[config.mk]
export PLATFORM = sky130hd
export DESIGN_NAME = pes_packet_header_parser_core_flat
export DESIGN_NICKNAME = d
export VERILOG_FILES = /design/src/design/pph_pkg.sv /design/src/design/pph_if.sv /design/src/design/pph_parser.sv /design/src/design/pph_out_queue.sv /design/src/design/pes_packet_header_parser_core.sv /design/src/flat_wrapper.sv
export SDC_FILE = /design/constraint.sdc
export NUM_CORES = 1
export LEC_CHECK = 0
export BUFFER_PORTS_ARGS = -buffer_cell sky130_fd_sc_hd__buf_2
export CORE_ASPECT_RATIO = 0.9
export CORE_MARGIN = 1.5
export CORE_UTILIZATION = 30
export CTS_CLUSTER_DIAMETER = 80
export DETAILED_ROUTE_END_ITERATION = 10
export SYNTH_ARGS = -nofsm -noshare
export SYNTH_HDL_FRONTEND = slang
export SYNTH_SLANG_ARGS = --single-unit
[constraint.sdc]
create_clock -name clock -period 18.1 [get_ports clock]
set_input_delay 2.715 -clock clock [delete_from_list [all_inputs] [get_ports clock]]
set_output_delay 2.715 -clock clock [all_outputs]
set_load 0.01 [all_outputs]
[src/design/pph_pkg.sv]
// Shared types and constants for the PES packet header parser.
// Used by the channel interfaces, the parser stage, the result queue and the top level.
`default_nettype none

package pph_pkg;

   localparam int TS_W    = 33;
   localparam int SHIFT_W = 40;
   localparam int SEEN_W  = 17;
   localparam int Q_DEPTH = 4;
   localparam int QA_W    = $clog2(Q_DEPTH);

   localparam logic [SEEN_W-1:0] SEEN_MAX = '1;

   localparam logic [7:0] SID_AUDIO_MASK  = 8'hE0;
   localparam logic [7:0] SID_AUDIO       = 8'hC0;
   localparam logic [7:0] SID_VIDEO_MASK  = 8'hF0;
   localparam logic [7:0] SID_VIDEO       = 8'hE0;
   localparam logic [7:0] SID_PRIVATE_ONE = 8'hBD;
   localparam logic [7:0] PREFIX_ZERO     = 8'h00;
   localparam logic [7:0] PREFIX_ONE      = 8'h01;
   localparam logic [1:0] MARKER_BITS     = 2'b10;
   localparam logic [1:0] TF_PTS_ONLY     = 2'b10;
   localparam logic [1:0] TF_PTS_DTS      = 2'b11;
   localparam logic [3:0] TS_PREFIX_DTS   = 4'h1;

   typedef enum logic [1:0] {
      KIND_HDR = 2'd0,
      KIND_PAY = 2'd1,
      KIND_END = 2'd2
   } kind_type;

   typedef enum logic [1:0] {
      ST_OK    = 2'd0,
      ST_ERROR = 2'd1,
      ST_TRUNC = 2'd2
   } status_type;

   typedef enum logic [1:0] {
      PH_IDLE,
      PH_FIXED,
      PH_EXTRA,
      PH_PAYLOAD
   } phase_type;

   typedef struct packed {
      logic       op;
      logic [7:0] data;
      logic       unit_start;
   } req_type;

   typedef struct packed {
      kind_type        kind;
      logic [7:0]      stream_id;
      logic [TS_W-1:0] pts;
      logic [TS_W-1:0] dts;
      logic            pts_valid;
      logic            dts_valid;
      logic            align_flag;
      logic            size_known;
      logic [15:0]     payload_size;
      logic [7:0]      payload_byte;
      status_type      status;
      logic            last;
   } result_type;

   typedef struct packed {
      logic [1:0] count;
      result_type first;
      result_type second;
   } push_type;

endpackage

`default_nettype wire

[src/design/pph_if.sv]
// Channel interfaces of the PES packet header parser: byte requests,
// result records and the configuration write. Depends on pph_pkg.
`default_nettype none

interface pph_req_if;
   import pph_pkg::*;
   logic       valid;
   logic       ready;
   logic       op;
   logic [7:0] data;
   logic       unit_start;
   modport source (output valid, op, data, unit_start, input ready);
   modport sink (input valid, op, data, unit_start, output ready);
endinterface

interface pph_rsp_if;
   import pph_pkg::*;
   logic            valid;
   logic            ready;
   logic [1:0]      kind;
   logic [7:0]      stream_id;
   logic [TS_W-1:0] pts;
   logic [TS_W-1:0] dts;
   logic            pts_valid;
   logic            dts_valid;
   logic            align_flag;
   logic            size_known;
   logic [15:0]     payload_size;
   logic [7:0]      payload_byte;
   logic [1:0]      status;
   logic            last;
   modport source (output valid, kind, stream_id, pts, dts, pts_valid, dts_valid,
                   align_flag, size_known, payload_size, payload_byte, status, last,
                   input ready);
   modport sink (input valid, kind, stream_id, pts, dts, pts_valid, dts_valid,
                 align_flag, size_known, payload_size, payload_byte, status, last,
                 output ready);
endinterface

interface pph_csr_if;
   logic valid;
   logic ready;
   logic accept_private_one;
   modport source (output valid, accept_private_one, input ready);
   modport sink (input valid, accept_private_one, output ready);
endinterface

`default_nettype wire

[src/design/pph_parser.sv]
// Input stage register, parser state and per-item record generation.
// Depends on pph_pkg; feeds pph_out_queue with up to two records per item.
`default_nettype none

module pph_parser (
   input  logic               clock,
   input  logic               reset,
   input  logic               req_valid,
   input  pph_pkg::req_type   req_item,
   output logic               req_ready,
   input  logic               cfg_we,
   input  logic               cfg_data,
   input  logic               space_ok,
   output pph_pkg::push_type  push
);
   import pph_pkg::*;

   logic                stage_valid_ff, stage_valid_in;
   req_type             stage_ff;
   logic                advance;
   logic                accept_private_one_ff;

   phase_type           phase_ff, phase_in;
   logic [SEEN_W-1:0]   bytes_seen_ff, bytes_seen_in;
   logic [15:0]         packet_length_ff, packet_length_in;
   logic [7:0]          current_stream_ff, current_stream_in;
   logic [1:0]          time_flags_ff, time_flags_in;
   logic                alignment_seen_ff, alignment_seen_in;
   logic [7:0]          header_extra_length_ff, header_extra_length_in;
   logic [SHIFT_W-1:0]  pts_shift_ff, pts_shift_in;
   logic [SHIFT_W-1:0]  dts_shift_ff, dts_shift_in;

   logic                close_v;
   status_type          close_st;
   logic                main0_v, main1_v;
   result_type          main0_r, main1_r;

   function automatic result_type end_rec(logic [7:0] sid, status_type st);
      result_type r;
      r           = '0;
      r.kind      = KIND_END;
      r.stream_id = sid;
      r.status    = st;
      r.last      = 1'b1;
      return r;
   endfunction

   function automatic result_type pay_rec(logic [7:0] sid, logic [7:0] pb);
      result_type r;
      r              = '0;
      r.kind         = KIND_PAY;
      r.stream_id    = sid;
      r.payload_byte = pb;
      return r;
   endfunction

   function automatic logic ts_ok(logic [SHIFT_W-1:0] s, logic [3:0] prefix);
      return (s[39:36] == prefix) && s[0] && s[16] && s[32];
   endfunction

   function automatic logic [TS_W-1:0] ts_value(logic [SHIFT_W-1:0] s);
      return {s[35:33], s[31:17], s[15:1]};
   endfunction

   function automatic logic [15:0] es_size(logic [15:0] pl, logic [7:0] hel);
      if (pl == '0) begin
         return '0;
      end
      return pl - 16'd3 - {8'd0, hel};
   endfunction

   function automatic result_type hdr_rec(logic [7:0] sid, logic [1:0] tf, logic al,
                                          logic [15:0] pl, logic [7:0] hel,
                                          logic [SHIFT_W-1:0] ps,
                                          logic [SHIFT_W-1:0] ds);
      result_type r;
      r              = '0;
      r.kind         = KIND_HDR;
      r.stream_id    = sid;
      r.pts_valid    = tf[1];
      r.dts_valid    = (tf == TF_PTS_DTS);
      r.pts          = tf[1] ? ts_value(ps) : '0;
      r.dts          = (tf == TF_PTS_DTS) ? ts_value(ds) : '0;
      r.align_flag   = al;
      r.size_known   = (pl != '0);
      r.payload_size = es_size(pl, hel);
      return r;
   endfunction

   assign advance   = stage_valid_ff && space_ok;
   assign req_ready = !stage_valid_ff || advance;

   always_comb begin
      stage_valid_in = stage_valid_ff;
      if (req_valid && req_ready) begin
         stage_valid_in = 1'b1;
      end else if (advance) begin
         stage_valid_in = 1'b0;
      end
   end

   always_comb begin
      if (phase_ff == PH_PAYLOAD) begin
         close_st = (packet_length_ff != '0) ? ST_TRUNC : ST_OK;
      end else if (bytes_seen_ff < SEEN_W'(6) || packet_length_ff != '0) begin
         close_st = ST_TRUNC;
      end else begin
         close_st = ST_ERROR;
      end
   end

   always_comb begin
      logic [SEEN_W-1:0] i;
      logic [7:0]        b;
      logic [7:0]        need;
      logic              bad;
      logic              wanted;
      phase_type         cur_phase;
      i         = '0;
      b         = stage_ff.data;
      need      = '0;
      bad       = 1'b0;
      wanted    = 1'b0;
      cur_phase = PH_IDLE;

      phase_in               = phase_ff;
      bytes_seen_in          = bytes_seen_ff;
      packet_length_in       = packet_length_ff;
      current_stream_in      = current_stream_ff;
      time_flags_in          = time_flags_ff;
      alignment_seen_in      = alignment_seen_ff;
      header_extra_length_in = header_extra_length_ff;
      pts_shift_in           = pts_shift_ff;
      dts_shift_in           = dts_shift_ff;
      close_v                = 1'b0;
      main0_v                = 1'b0;
      main1_v                = 1'b0;
      main0_r                = end_rec(current_stream_ff, ST_OK);
      main1_r                = end_rec(current_stream_ff, ST_OK);

      if (stage_ff.op || stage_ff.unit_start) begin
         close_v = (phase_ff != PH_IDLE);
         if (close_v) begin
            phase_in = PH_IDLE;
         end
      end

      if (!stage_ff.op) begin
         if (stage_ff.unit_start) begin
            phase_in               = PH_FIXED;
            bytes_seen_in          = '0;
            packet_length_in       = '0;
            current_stream_in      = '0;
            time_flags_in          = '0;
            alignment_seen_in      = 1'b0;
            header_extra_length_in = '0;
            pts_shift_in           = '0;
            dts_shift_in           = '0;
         end
         cur_phase = phase_in;
         i         = bytes_seen_in;
         if (cur_phase != PH_IDLE && bytes_seen_in != SEEN_MAX) begin
            bytes_seen_in = bytes_seen_in + SEEN_W'(1);
         end
         unique case (cur_phase)
            PH_IDLE: begin
            end
            PH_FIXED: begin
               if (i < SEEN_W'(8)) begin
                  unique case (i[2:0])
                     3'd0, 3'd1: begin
                        if (b != PREFIX_ZERO) begin
                           main0_v  = 1'b1;
                           main0_r  = end_rec(current_stream_in, ST_ERROR);
                           phase_in = PH_IDLE;
                        end
                     end
                     3'd2: begin
                        if (b != PREFIX_ONE) begin
                           main0_v  = 1'b1;
                           main0_r  = end_rec(current_stream_in, ST_ERROR);
                           phase_in = PH_IDLE;
                        end
                     end
                     3'd3: begin
                        current_stream_in = b;
                        wanted = ((b & SID_AUDIO_MASK) == SID_AUDIO)
                              || ((b & SID_VIDEO_MASK) == SID_VIDEO)
                              || (b == SID_PRIVATE_ONE && accept_private_one_ff);
                        if (!wanted) begin
                           phase_in = PH_IDLE;
                        end
                     end
                     3'd4: begin
                        packet_length_in = {b, 8'd0};
                     end
                     3'd5: begin
                        packet_length_in = {packet_length_ff[15:8], b};
                     end
                     3'd6: begin
                        if (b[7:6] != MARKER_BITS) begin
                           main0_v  = 1'b1;
                           main0_r  = end_rec(current_stream_in, ST_ERROR);
                           phase_in = PH_IDLE;
                        end else begin
                           alignment_seen_in = b[2];
                        end
                     end
                     default: begin
                        time_flags_in = b[7:6];
                     end
                  endcase
               end else begin
                  if (time_flags_in == TF_PTS_ONLY) begin
                     need = 8'd5;
                  end else if (time_flags_in == TF_PTS_DTS) begin
                     need = 8'd10;
                  end
                  header_extra_length_in = b;
                  if (b < need || (packet_length_in != '0
                                   && packet_length_in < 16'd3 + {8'd0, b})) begin
                     main0_v  = 1'b1;
                     main0_r  = end_rec(current_stream_in, ST_ERROR);
                     phase_in = PH_IDLE;
                  end else if (b != '0) begin
                     phase_in = PH_EXTRA;
                  end else begin
                     main0_v  = 1'b1;
                     main0_r  = hdr_rec(current_stream_in, time_flags_in,
                                        alignment_seen_in, packet_length_in,
                                        header_extra_length_in, pts_shift_in,
                                        dts_shift_in);
                     phase_in = PH_PAYLOAD;
                     if (packet_length_in != '0
                         && es_size(packet_length_in, header_extra_length_in) == '0) begin
                        main1_v  = 1'b1;
                        main1_r  = end_rec(current_stream_in, ST_OK);
                        phase_in = PH_IDLE;
                     end
                  end
               end
            end
            PH_EXTRA: begin
               if (time_flags_in[1] && i < SEEN_W'(14)) begin
                  pts_shift_in = {pts_shift_ff[SHIFT_W-9:0], b};
                  bad = (i == SEEN_W'(13)) && !ts_ok(pts_shift_in, {2'b00, time_flags_in});
               end else if (time_flags_in == TF_PTS_DTS && i < SEEN_W'(19)) begin
                  dts_shift_in = {dts_shift_ff[SHIFT_W-9:0], b};
                  bad = (i == SEEN_W'(18)) && !ts_ok(dts_shift_in, TS_PREFIX_DTS);
               end
               if (bad) begin
                  main0_v  = 1'b1;
                  main0_r  = end_rec(current_stream_in, ST_ERROR);
                  phase_in = PH_IDLE;
               end else if (i >= SEEN_W'(header_extra_length_in) + SEEN_W'(8)) begin
                  main0_v  = 1'b1;
                  main0_r  = hdr_rec(current_stream_in, time_flags_in,
                                     alignment_seen_in, packet_length_in,
                                     header_extra_length_in, pts_shift_in,
                                     dts_shift_in);
                  phase_in = PH_PAYLOAD;
                  if (packet_length_in != '0
                      && es_size(packet_length_in, header_extra_length_in) == '0) begin
                     main1_v  = 1'b1;
                     main1_r  = end_rec(current_stream_in, ST_OK);
                     phase_in = PH_IDLE;
                  end
               end
            end
            PH_PAYLOAD: begin
               main0_v = 1'b1;
               main0_r = pay_rec(current_stream_in, b);
               if (packet_length_in != '0
                   && i >= SEEN_W'(packet_length_in) + SEEN_W'(5)) begin
                  main1_v  = 1'b1;
                  main1_r  = end_rec(current_stream_in, ST_OK);
                  phase_in = PH_IDLE;
               end
            end
            default: begin
            end
         endcase
      end
   end

   always_comb begin
      push.count  = '0;
      push.first  = main0_r;
      push.second = main1_r;
      if (close_v) begin
         push.first  = end_rec(current_stream_ff, close_st);
         push.second = main0_r;
      end
      if (advance) begin
         push.count = {1'b0, close_v} + {1'b0, main0_v} + {1'b0, main1_v};
      end
   end

   always_ff @(posedge clock) begin
      if (reset) begin
         stage_valid_ff         <= 1'b0;
         accept_private_one_ff  <= 1'b1;
         phase_ff               <= PH_IDLE;
         bytes_seen_ff          <= '0;
         packet_length_ff       <= '0;
         current_stream_ff      <= '0;
         time_flags_ff          <= '0;
         alignment_seen_ff      <= 1'b0;
         header_extra_length_ff <= '0;
         pts_shift_ff           <= '0;
         dts_shift_ff           <= '0;
      end else begin
         stage_valid_ff <= stage_valid_in;
         if (cfg_we) begin
            accept_private_one_ff <= cfg_data;
         end
         if (advance) begin
            phase_ff               <= phase_in;
            bytes_seen_ff          <= bytes_seen_in;
            packet_length_ff       <= packet_length_in;
            current_stream_ff      <= current_stream_in;
            time_flags_ff          <= time_flags_in;
            alignment_seen_ff      <= alignment_seen_in;
            header_extra_length_ff <= header_extra_length_in;
            pts_shift_ff           <= pts_shift_in;
            dts_shift_ff           <= dts_shift_in;
         end
      end
   end

   always_ff @(posedge clock) begin
      if (req_valid && req_ready) begin
         stage_ff <= req_item;
      end
   end

`ifndef SYNTH
   a_pair_closes: assert property (@(posedge clock) disable iff (reset)
      push.count == 2'd2 |=> phase_ff == PH_IDLE)
      else $error("two records pushed but packet still open");

   a_pair_ends: assert property (@(posedge clock) disable iff (reset)
      push.count == 2'd2 |-> push.second.kind == KIND_END && push.second.last)
      else $error("second record of a pair is not an end record");

   a_flush_single: assert property (@(posedge clock) disable iff (reset)
      advance && stage_ff.op |-> push.count != 2'd2)
      else $error("flush produced more than one record");
`endif

endmodule

`default_nettype wire

[src/design/pph_out_queue.sv]
// Result record queue: takes up to two records per cycle, hands one per
// cycle to the result channel while it is ready. Depends on pph_pkg.
`default_nettype none

module pph_out_queue (
   input  logic                 clock,
   input  logic                 reset,
   input  pph_pkg::push_type    push,
   output logic                 space_ok,
   output pph_pkg::result_type  head,
   output logic                 head_valid,
   input  logic                 head_ready
);
   import pph_pkg::*;

   result_type        mem_ff [Q_DEPTH];
   logic [QA_W-1:0]   wr_ptr_ff, wr_ptr_in;
   logic [QA_W-1:0]   wr_next;
   logic [QA_W-1:0]   rd_ptr_ff, rd_ptr_in;
   logic [QA_W:0]     count_ff, count_in;
   logic              pop;

   assign head_valid = (count_ff != '0);
   assign head       = mem_ff[rd_ptr_ff];
   assign pop        = head_valid && head_ready;
   assign space_ok   = (count_ff <= (QA_W+1)'(Q_DEPTH - 2));
   assign wr_next    = wr_ptr_ff + QA_W'(1);

   always_comb begin
      wr_ptr_in = wr_ptr_ff + QA_W'(push.count);
      rd_ptr_in = pop ? rd_ptr_ff + QA_W'(1) : rd_ptr_ff;
      count_in  = count_ff + (QA_W+1)'(push.count) - (QA_W+1)'(pop);
   end

   always_ff @(posedge clock) begin
      if (reset) begin
         wr_ptr_ff <= '0;
         rd_ptr_ff <= '0;
         count_ff  <= '0;
      end else begin
         wr_ptr_ff <= wr_ptr_in;
         rd_ptr_ff <= rd_ptr_in;
         count_ff  <= count_in;
      end
   end

   always_ff @(posedge clock) begin
      if (push.count != '0) begin
         mem_ff[wr_ptr_ff] <= push.first;
      end
      if (push.count == 2'd2) begin
         mem_ff[wr_next] <= push.second;
      end
   end

`ifndef SYNTH
   a_no_overflow: assert property (@(posedge clock) disable iff (reset)
      push.count != 2'd0 |-> count_ff <= (QA_W+1)'(Q_DEPTH - 2))
      else $error("records pushed into a full queue");

   a_count_hold: assert property (@(posedge clock) disable iff (reset)
      push.count == 2'd0 && !pop |=> $stable(count_ff))
      else $error("queue fill changed without push or pop");
`endif

endmodule

`default_nettype wire

[src/design/pes_packet_header_parser_core.sv]
// PES packet header parser, top level: channel wiring, parser stage and
// result queue. Depends on pph_pkg, pph_if, pph_parser and pph_out_queue.
//
// Usage:
//   req_bus carries one stream byte per item (op, data, unit_start); op set
//   means flush, which closes an open packet. rsp_bus delivers records:
//   header, payload bytes, end record with status and last set.
//   csr_bus writes accept_private_one; it is always ready and should be
//   written only while no item is in flight.
// Timing:
//   An accepted item is registered in the parser stage, parsed when that stage
//   advances, and its records are written into the result queue, whose head is
//   presented on rsp_bus. One item per cycle is sustained; the
//   parser stage advances whenever the four-entry result queue has at least
//   two free slots, so an item that yields two records (header plus end,
//   last payload byte plus end, close plus error) uses a second slot.
// Reset:
//   Synchronous, active high: no packet open, queue empty,
//   accept_private_one set to 1.
// Stall:
//   When rsp_bus is not ready, records wait in the queue; once it holds
//   more than two, the parser stage holds its item and req_bus.ready drops.
`default_nettype none

module pes_packet_header_parser_core (
   input  logic        clock,
   input  logic        reset,
   pph_req_if.sink     req_bus,
   pph_rsp_if.source   rsp_bus,
   pph_csr_if.sink     csr_bus
);
   import pph_pkg::*;

   req_type     req_item;
   push_type    push;
   logic        space_ok;
   result_type  head;
   logic        head_valid;
   logic        parser_ready;

   assign req_item.op         = req_bus.op;
   assign req_item.data       = req_bus.data;
   assign req_item.unit_start = req_bus.unit_start;
   assign req_bus.ready       = parser_ready;
   assign csr_bus.ready       = 1'b1;

   pph_parser u_parser (
      .clock     (clock),
      .reset     (reset),
      .req_valid (req_bus.valid),
      .req_item  (req_item),
      .req_ready (parser_ready),
      .cfg_we    (csr_bus.valid),
      .cfg_data  (csr_bus.accept_private_one),
      .space_ok  (space_ok),
      .push      (push)
   );

   pph_out_queue u_queue (
      .clock      (clock),
      .reset      (reset),
      .push       (push),
      .space_ok   (space_ok),
      .head       (head),
      .head_valid (head_valid),
      .head_ready (rsp_bus.ready)
   );

   assign rsp_bus.valid        = head_valid;
   assign rsp_bus.kind         = head.kind;
   assign rsp_bus.stream_id    = head.stream_id;
   assign rsp_bus.pts          = head.pts;
   assign rsp_bus.dts          = head.dts;
   assign rsp_bus.pts_valid    = head.pts_valid;
   assign rsp_bus.dts_valid    = head.dts_valid;
   assign rsp_bus.align_flag   = head.align_flag;
   assign rsp_bus.size_known   = head.size_known;
   assign rsp_bus.payload_size = head.payload_size;
   assign rsp_bus.payload_byte = head.payload_byte;
   assign rsp_bus.status       = head.status;
   assign rsp_bus.last         = head.last;

endmodule

`default_nettype wire
[src/flat_wrapper.sv]
// flat-port wrapper written by rule: the top's interface ports become plain ports
module pes_packet_header_parser_core_flat import pph_pkg::*;
  (clock, reset, req_bus_valid, req_bus_op, req_bus_data, req_bus_unit_start, req_bus_ready, rsp_bus_valid, rsp_bus_kind, rsp_bus_stream_id, rsp_bus_pts, rsp_bus_dts, rsp_bus_pts_valid, rsp_bus_dts_valid, rsp_bus_align_flag, rsp_bus_size_known, rsp_bus_payload_size, rsp_bus_payload_byte, rsp_bus_status, rsp_bus_last, rsp_bus_ready, csr_bus_valid, csr_bus_accept_private_one, csr_bus_ready);
  pph_req_if req_bus_i ();
  pph_rsp_if rsp_bus_i ();
  pph_csr_if csr_bus_i ();
  input  logic clock;
  input  logic reset;
  input wire logic [$bits(req_bus_i.valid)-1:0] req_bus_valid;
  input wire logic [$bits(req_bus_i.op)-1:0] req_bus_op;
  input wire logic [$bits(req_bus_i.data)-1:0] req_bus_data;
  input wire logic [$bits(req_bus_i.unit_start)-1:0] req_bus_unit_start;
  output wire logic [$bits(req_bus_i.ready)-1:0] req_bus_ready;
  output wire logic [$bits(rsp_bus_i.valid)-1:0] rsp_bus_valid;
  output wire logic [$bits(rsp_bus_i.kind)-1:0] rsp_bus_kind;
  output wire logic [$bits(rsp_bus_i.stream_id)-1:0] rsp_bus_stream_id;
  output wire logic [$bits(rsp_bus_i.pts)-1:0] rsp_bus_pts;
  output wire logic [$bits(rsp_bus_i.dts)-1:0] rsp_bus_dts;
  output wire logic [$bits(rsp_bus_i.pts_valid)-1:0] rsp_bus_pts_valid;
  output wire logic [$bits(rsp_bus_i.dts_valid)-1:0] rsp_bus_dts_valid;
  output wire logic [$bits(rsp_bus_i.align_flag)-1:0] rsp_bus_align_flag;
  output wire logic [$bits(rsp_bus_i.size_known)-1:0] rsp_bus_size_known;
  output wire logic [$bits(rsp_bus_i.payload_size)-1:0] rsp_bus_payload_size;
  output wire logic [$bits(rsp_bus_i.payload_byte)-1:0] rsp_bus_payload_byte;
  output wire logic [$bits(rsp_bus_i.status)-1:0] rsp_bus_status;
  output wire logic [$bits(rsp_bus_i.last)-1:0] rsp_bus_last;
  input wire logic [$bits(rsp_bus_i.ready)-1:0] rsp_bus_ready;
  input wire logic [$bits(csr_bus_i.valid)-1:0] csr_bus_valid;
  input wire logic [$bits(csr_bus_i.accept_private_one)-1:0] csr_bus_accept_private_one;
  output wire logic [$bits(csr_bus_i.ready)-1:0] csr_bus_ready;
  assign req_bus_i.valid = req_bus_valid;
  assign req_bus_i.op = req_bus_op;
  assign req_bus_i.data = req_bus_data;
  assign req_bus_i.unit_start = req_bus_unit_start;
  assign req_bus_ready = req_bus_i.ready;
  assign rsp_bus_valid = rsp_bus_i.valid;
  assign rsp_bus_kind = rsp_bus_i.kind;
  assign rsp_bus_stream_id = rsp_bus_i.stream_id;
  assign rsp_bus_pts = rsp_bus_i.pts;
  assign rsp_bus_dts = rsp_bus_i.dts;
  assign rsp_bus_pts_valid = rsp_bus_i.pts_valid;
  assign rsp_bus_dts_valid = rsp_bus_i.dts_valid;
  assign rsp_bus_align_flag = rsp_bus_i.align_flag;
  assign rsp_bus_size_known = rsp_bus_i.size_known;
  assign rsp_bus_payload_size = rsp_bus_i.payload_size;
  assign rsp_bus_payload_byte = rsp_bus_i.payload_byte;
  assign rsp_bus_status = rsp_bus_i.status;
  assign rsp_bus_last = rsp_bus_i.last;
  assign rsp_bus_i.ready = rsp_bus_ready;
  assign csr_bus_i.valid = csr_bus_valid;
  assign csr_bus_i.accept_private_one = csr_bus_accept_private_one;
  assign csr_bus_ready = csr_bus_i.ready;
  pes_packet_header_parser_core u_core (.clock(clock), .reset(reset), .req_bus(req_bus_i), .rsp_bus(rsp_bus_i), .csr_bus(csr_bus_i));
endmodule
After elaboration in Yosys (flattened, before gate mapping)
Memory sizes are Yosys's and may differ from the RTL's. A register that Yosys moved wholly into a read port is not among the register bits.
Index checks and enable logic that the tools add are counted.
- register bits after elaboration: 153
- bits in writable memories: 428
- bits of input ports: 16
- output and inout port bits: 110
- logic and storage cells: 254
- memories: 1
- memories (name ; words ; width ; rd ports ; clocked after memory_dff ; write ports ; line ; RTL):
    u_core.u_queue.mem_ff ; 4 ; 107 ; 1 ; 1 ; 2 ; pph_out_queue.sv:16 ; result_type mem_ff [Q_DEPTH];
- $add $sub $neg: 14
- order comparisons: 9
- equality and inequality tests: 24
- muxes and demuxes: 143
- bitwise gates (word level): 1
- reduce and logical (&&, ||, !) cells: 44
- operators by type and width (operator ; count):
    2-to-1 mux 105 bit ; 12
    2-to-1 mux 107 bit ; 6
    case mux 105 bit (3 select lines) ; 2
    case mux 107 bit (3 select lines) ; 1
    2-to-1 mux 40 bit ; 7
    2-to-1 mux 16 bit ; 16
    2-to-1 mux 214 bit ; 1
    2-to-1 mux 33 bit ; 4
    2-to-1 mux 8 bit ; 11
    2-to-1 mux 2 bit ; 28
    2-to-1 mux 17 bit ; 3
    zero test 16 bit ; 3
    2-to-1 mux 1 bit ; 44
    less-than comparator 17 x 4 -> 1 bit (second input constant) ; 2
    case mux 16 bit (2 select lines) ; 1
    nonzero test 16 bit ; 2
    subtractor 16 x 8 -> 16 bit ; 2
    logical AND 1 bit ; 19
    adder 16 x 3 -> 17 bit (second input constant) ; 1
    adder 17 x 1 -> 17 bit (second input constant) ; 1
    equality test 17 x 4 -> 1 bit (second input constant) ; 1
    equality test 17 x 5 -> 1 bit (second input constant) ; 1
    >= comparator 17 bit ; 1
    >= comparator 17 x 9 -> 1 bit ; 1
    other kinds (42) ; 65

Depth between registers and ports, before layout
- word-level depth: 33
- mapped depth: 36
- mapped depth without buffers: 31

Hierarchy
A second synthesis with hierarchy kept.
- cells, all modules: 2570
- area, all modules: 32334.8 µm²
- by module, submodules not included (module ; instances ; cells each ; area an instance (µm²) ; sequential area each (µm²)):
    pph_out_queue ; 1 ; 1085 ; 21043.9 ; 13032.5
    pph_parser ; 1 ; 1483 ; 11279.6 ; 2822.7
    pes_packet_header_parser_core ; 1 ; 2 ; 11.3 ; 0.0

Least setup slack after synthesis
OpenSTA, ideal clock, no wires.
- kind: register to register
- start: reg u_core.u_parser.stage_ff[0] (netlist name)
- end: mem u_core.u_queue.mem_ff[2][0] (netlist name) (enable)
- setup time: 0.966 ns
- arrival: 8.599 ns
- required time: 17.134 ns
- setup slack: 8.535 ns
- cell stages (with the launch flop): 28
- buffers on the path: 9
- clock period less this slack: 9.565 ns
- cells stage by stage: edfxtp_1 > buf_2 > buf_1 > buf_1 > clkbuf_1 > clkbuf_1 > buf_1 > nor2b_1 > ha_1 > or4_1 > o21ai_0 > o21ai_0 > ha_1 > or3_1 > a21o_1 > a31oi_1 > nand3_1 > a21oi_1 > mux2i_1 > nand4_1 > o31ai_1 > fa_1 > o21ai_0 > or3b_2 > clkbuf_1 > clkbuf_1 > clkbuf_1 > nand2_1
- RTL lines (item ; line ; RTL):
    start, declared ; pph_parser.sv:19 ; req_type stage_ff;
    start signal, assigned ; pph_parser.sv:333 ; stage_ff <= req_item;
    end, declared ; pph_out_queue.sv:16 ;

==> impl_metrics.env <==
export IMPL_relSlewSlack_pct=24.3
export IMPL_rrSetupSlack_ps=9740
export IMPL_cts_max_path_buffers=3
export IMPL_path_clk_slew_ps=60
export IMPL_std_cell_rows=108
export IMPL_grt_max_degree=100
export IMPL_mostFrequentLayoutCells="nor2_1 (447), edfxtp_1 (430), dfxtp_1 (137)"
export IMPL_netlist_top_cells_area="edfxtp_1 (44%), dfxtp_1 (9.6%), mux4_2 (8.2%)"
export IMPL_worst_clock_skew_ps=40.4
export IMPL_start_kind="flip-flop"
export IMPL_crit_start="u_core.u_parser.stage_ff[0]"
export IMPL_grt_antenna_before_repair=4
export IMPL_ys_ff_latch=569
export IMPL_crit_chain="buf_4 -> inv_2 -> nand2_1 -> inv_1 -> ha_1 -> or4_1 -> o21ai_0 -> o21ai_0 -> ha_1 -> or3_1 -> o311ai_0 -> nor2b_1 -> a21oi_1 -> nor4_1 -> nand4_1 -> o31ai_1 -> fa_1 -> o21ai_0 -> or3b_4 -> buf_4 -> nand2_4 -> buf_4"
export IMPL_overflow=0
export IMPL_fin_nets=2578
export IMPL_crit_type="reg2reg"
export IMPL_required_ps=18400
export IMPL_fp_coreArea_mm2=0.0962
export IMPL_r2r_start="u_core.u_parser.stage_ff[0]"
export IMPL_ios=126
export IMPL_fmax_mhz=120
export IMPL_critPathMaxStageDelay_ps=790
export IMPL_port_buffer_count=124
export IMPL_grt_pass1_vias=19900
export IMPL_wl_per_cell_um=22.6
export IMPL_cts_htree_levels=2
export IMPL_layout_drive_gt1_share_pct=17.6
export IMPL_syn_to_final_growth_pct=12.8
export IMPL_finalMaxSlewViolations=0
export IMPL_crit_fanout=70
export IMPL_finalHoldViolCount=0
export IMPL_gp_congestion=0.890
export IMPL_cts_made_buffers=60
export IMPL_initial_core_util_pct=30.2
export IMPL_endpoint_kind="flip-flop"
export IMPL_root_buffer="clkbuf_16"
export IMPL_synth_largest_area_cell="edfxtp_1"
export IMPL_rsz0062_at_grt="false"
export IMPL_critPathBufInv=5
export IMPL_syn_area_mm2=0.0290
export IMPL_finalSetupViolCount=0
export IMPL_ys_types=86
export IMPL_endpoint="u_core.u_queue.mem_ff[2][7]"
export IMPL_clk_latency_ps=650
export IMPL_regToRegEndpoint="u_core.u_queue.mem_ff[2][7]"
export IMPL_yosysSeqAreaShare_pct=54.1
export IMPL_p_per_area_mw_per_mm2=100
export IMPL_first_iter_violations=2487
export IMPL_die_h_um=298
export IMPL_syn_inst=2489
export IMPL_final_cells=3808
export IMPL_dp_hpwl_um=53500
export IMPL_via_count=21100
export IMPL_avgSynthCellArea_um2=11.7
export IMPL_avgViaCountPerCell=5.54
export IMPL_yosys_area_top_type_share_pct=44.5
export IMPL_post_place_cells=3693
export IMPL_setup_tns_ps=0
export IMPL_crit_family="simple AND/OR/NAND/NOR gates"
export IMPL_fin_crit_sh_pct=46.2
export IMPL_status="complete, no violations"
export IMPL_arrival_ps=8660
export IMPL_die_w_um=331
export IMPL_grt_use_total_pct=17.1
export IMPL_min_period_ps=8360
export IMPL_cp_depth=22
export IMPL_synth_warnings=0
export IMPL_dr_pass1_iters=6
export IMPL_cts_setup_buffers=0
export IMPL_synth_ff_type="edfxtp_1"
export IMPL_mostFrequentLayoutCell="nor2_1"
export IMPL_tightest_slew_ps=1120
export IMPL_cts_tree="built"
export IMPL_ctsResizeCount=0
export IMPL_power_leakage_nw=10.2
export IMPL_hold_buffers=0
export IMPL_hold_path_class="reg2reg"
export IMPL_synth_edf_count=430
export IMPL_r2r_cells=22
export IMPL_ys_async_sr_fraction_pct=0
export IMPL_cts_sinks=569
export IMPL_postRouteAntennaNets=0
export IMPL_syn_num_nets=2577
export IMPL_grt_pass1_wl_um=129000
export IMPL_drc=0
export IMPL_cp_slowest_cell="nand2_4"
export IMPL_drt_total_wl_um=86200
export IMPL_fill_cells=9582
export IMPL_ir_worst_vdd_v=0.0000872
export IMPL_fp_dieArea_mm2=0.0987
export IMPL_drv_cap=0
==> power by group <==
group          leakage (nW)  switching, mW  total [mW]  internal, mW
Sequential             4.98         0.0337        1.44          1.41
Combinational          4.24          0.336       0.580         0.244
Clock                 0.983          0.538        1.26         0.725
Total                  10.2          0.908        3.29          2.38
==> state kept, by name, indices dropped and copies added (netlist names), 3 cells and up, named ones only <==
name                                    flops
u_core.u_parser.current_stream_ff           8
u_core.u_parser.header_extra_length_ff      8
u_core.u_parser.bytes_seen_ff              17
u_core.u_queue.count_ff                     3
u_core.u_parser.pts_shift_ff               35
u_core.u_parser.stage_ff                   10
u_core.u_parser.packet_length_ff           16
u_core.u_parser.dts_shift_ff               35
u_core.u_queue.mem_ff                     424
==> worst min-delay path by stage <==
stage,startpoint,to,slack [ps],depth (start not counted)
after floorplan,u_core.u_queue.mem_ff[2][2],u_core.u_queue.mem_ff[2][2],440,2
after global placement,u_core.u_queue.mem_ff[3][2],u_core.u_queue.mem_ff[3][2],460,2
after detailed placement,u_core.u_queue.mem_ff[1][2],u_core.u_queue.mem_ff[1][2],470,2
after CTS,u_core.u_queue.mem_ff[1][2],u_core.u_queue.mem_ff[1][2],480,2
after global routing,u_core.u_queue.mem_ff[3][2],u_core.u_queue.mem_ff[3][2],490,2
final,u_core.u_queue.mem_ff[1][2],u_core.u_queue.mem_ff[1][2],480,2
==> per-layer routing <==
metal  track usage, %  share of wire (%)  up-vias
li1                 -                  -     9512
met2             26.5                 46      884
met1             25.0                 44    10600
met5                0                  0        -
met3             2.68                7.9      101
met4             3.66                1.7        0
==> layout make-up <==
cell class	count	area, µm²	share of cell area, %
Timing Repair Buffer	165	931	2.84
Multi-Input combinational cell	1657	12400	37.7
Sequential cell	569	15700	48.0
Antenna cell	1	2.50	0.00764
Tap cell	1265	1580	4.83
Clock buffer	84	1680	5.14
Inverter	37	139	0.424
Clock inverter	30	345	1.05
==> metrics by stage <==
stage	hold slack (ps)	total power, mW	setup WS, ps	area [µm²]	utilization (%)
detailed placement	466	2.06	9750	30700	31.9
global placement	461	2.06	9880	30700	31.9
CTS	479	3.32	9740	32700	34.0
global route	489	3.40	9020	32700	34.0
floorplan	438	1.81	8530	29000	-
finish	481	3.29	9740	32700	34.0
==> cells in the mapped netlist, drive strengths merged, types with 6 or more instances <==
master    n
and2      9
or4       9
nor4     14
clkbuf  173
a22oi   143
nand2b   12
or2       7
mux4    106
nand4    19
a32o    134
o21a      6
ha       68
inv      35
or3       9
a211o     6
nor3     61
o21ai    53
a21o     15
dfxtp   139
nor2    455
nand2    94
a211oi   13
xor2     15
o22ai     9
a21oi    84
nor2b    72
xnor2    46
buf      53
a31oi    11
nand3    53
edfxtp  430
and3     44
==> kinds of logic after synthesis <==
family / after synthesis / share of synthesized area, %
AO/OA/AOI/OAI: 531 / 14.7
XOR/XNOR: 61 / 1.84
adder cells (fa/ha/maj): 72 / 3.21
buffers and inverters: 263 / 3.66
flip-flops: 569 / 54.1
multiplexers: 111 / 8.40
other: 1 / 0.0129
AND/OR/NAND/NOR: 881 / 14.2
==> worst min-delay path: stages (launching register included) <==
cell and delay (ps):
dfxtp_1 320, nand3_1 60, o21ai_0 60
No activity file was read; power rests on OpenSTA's default activity.
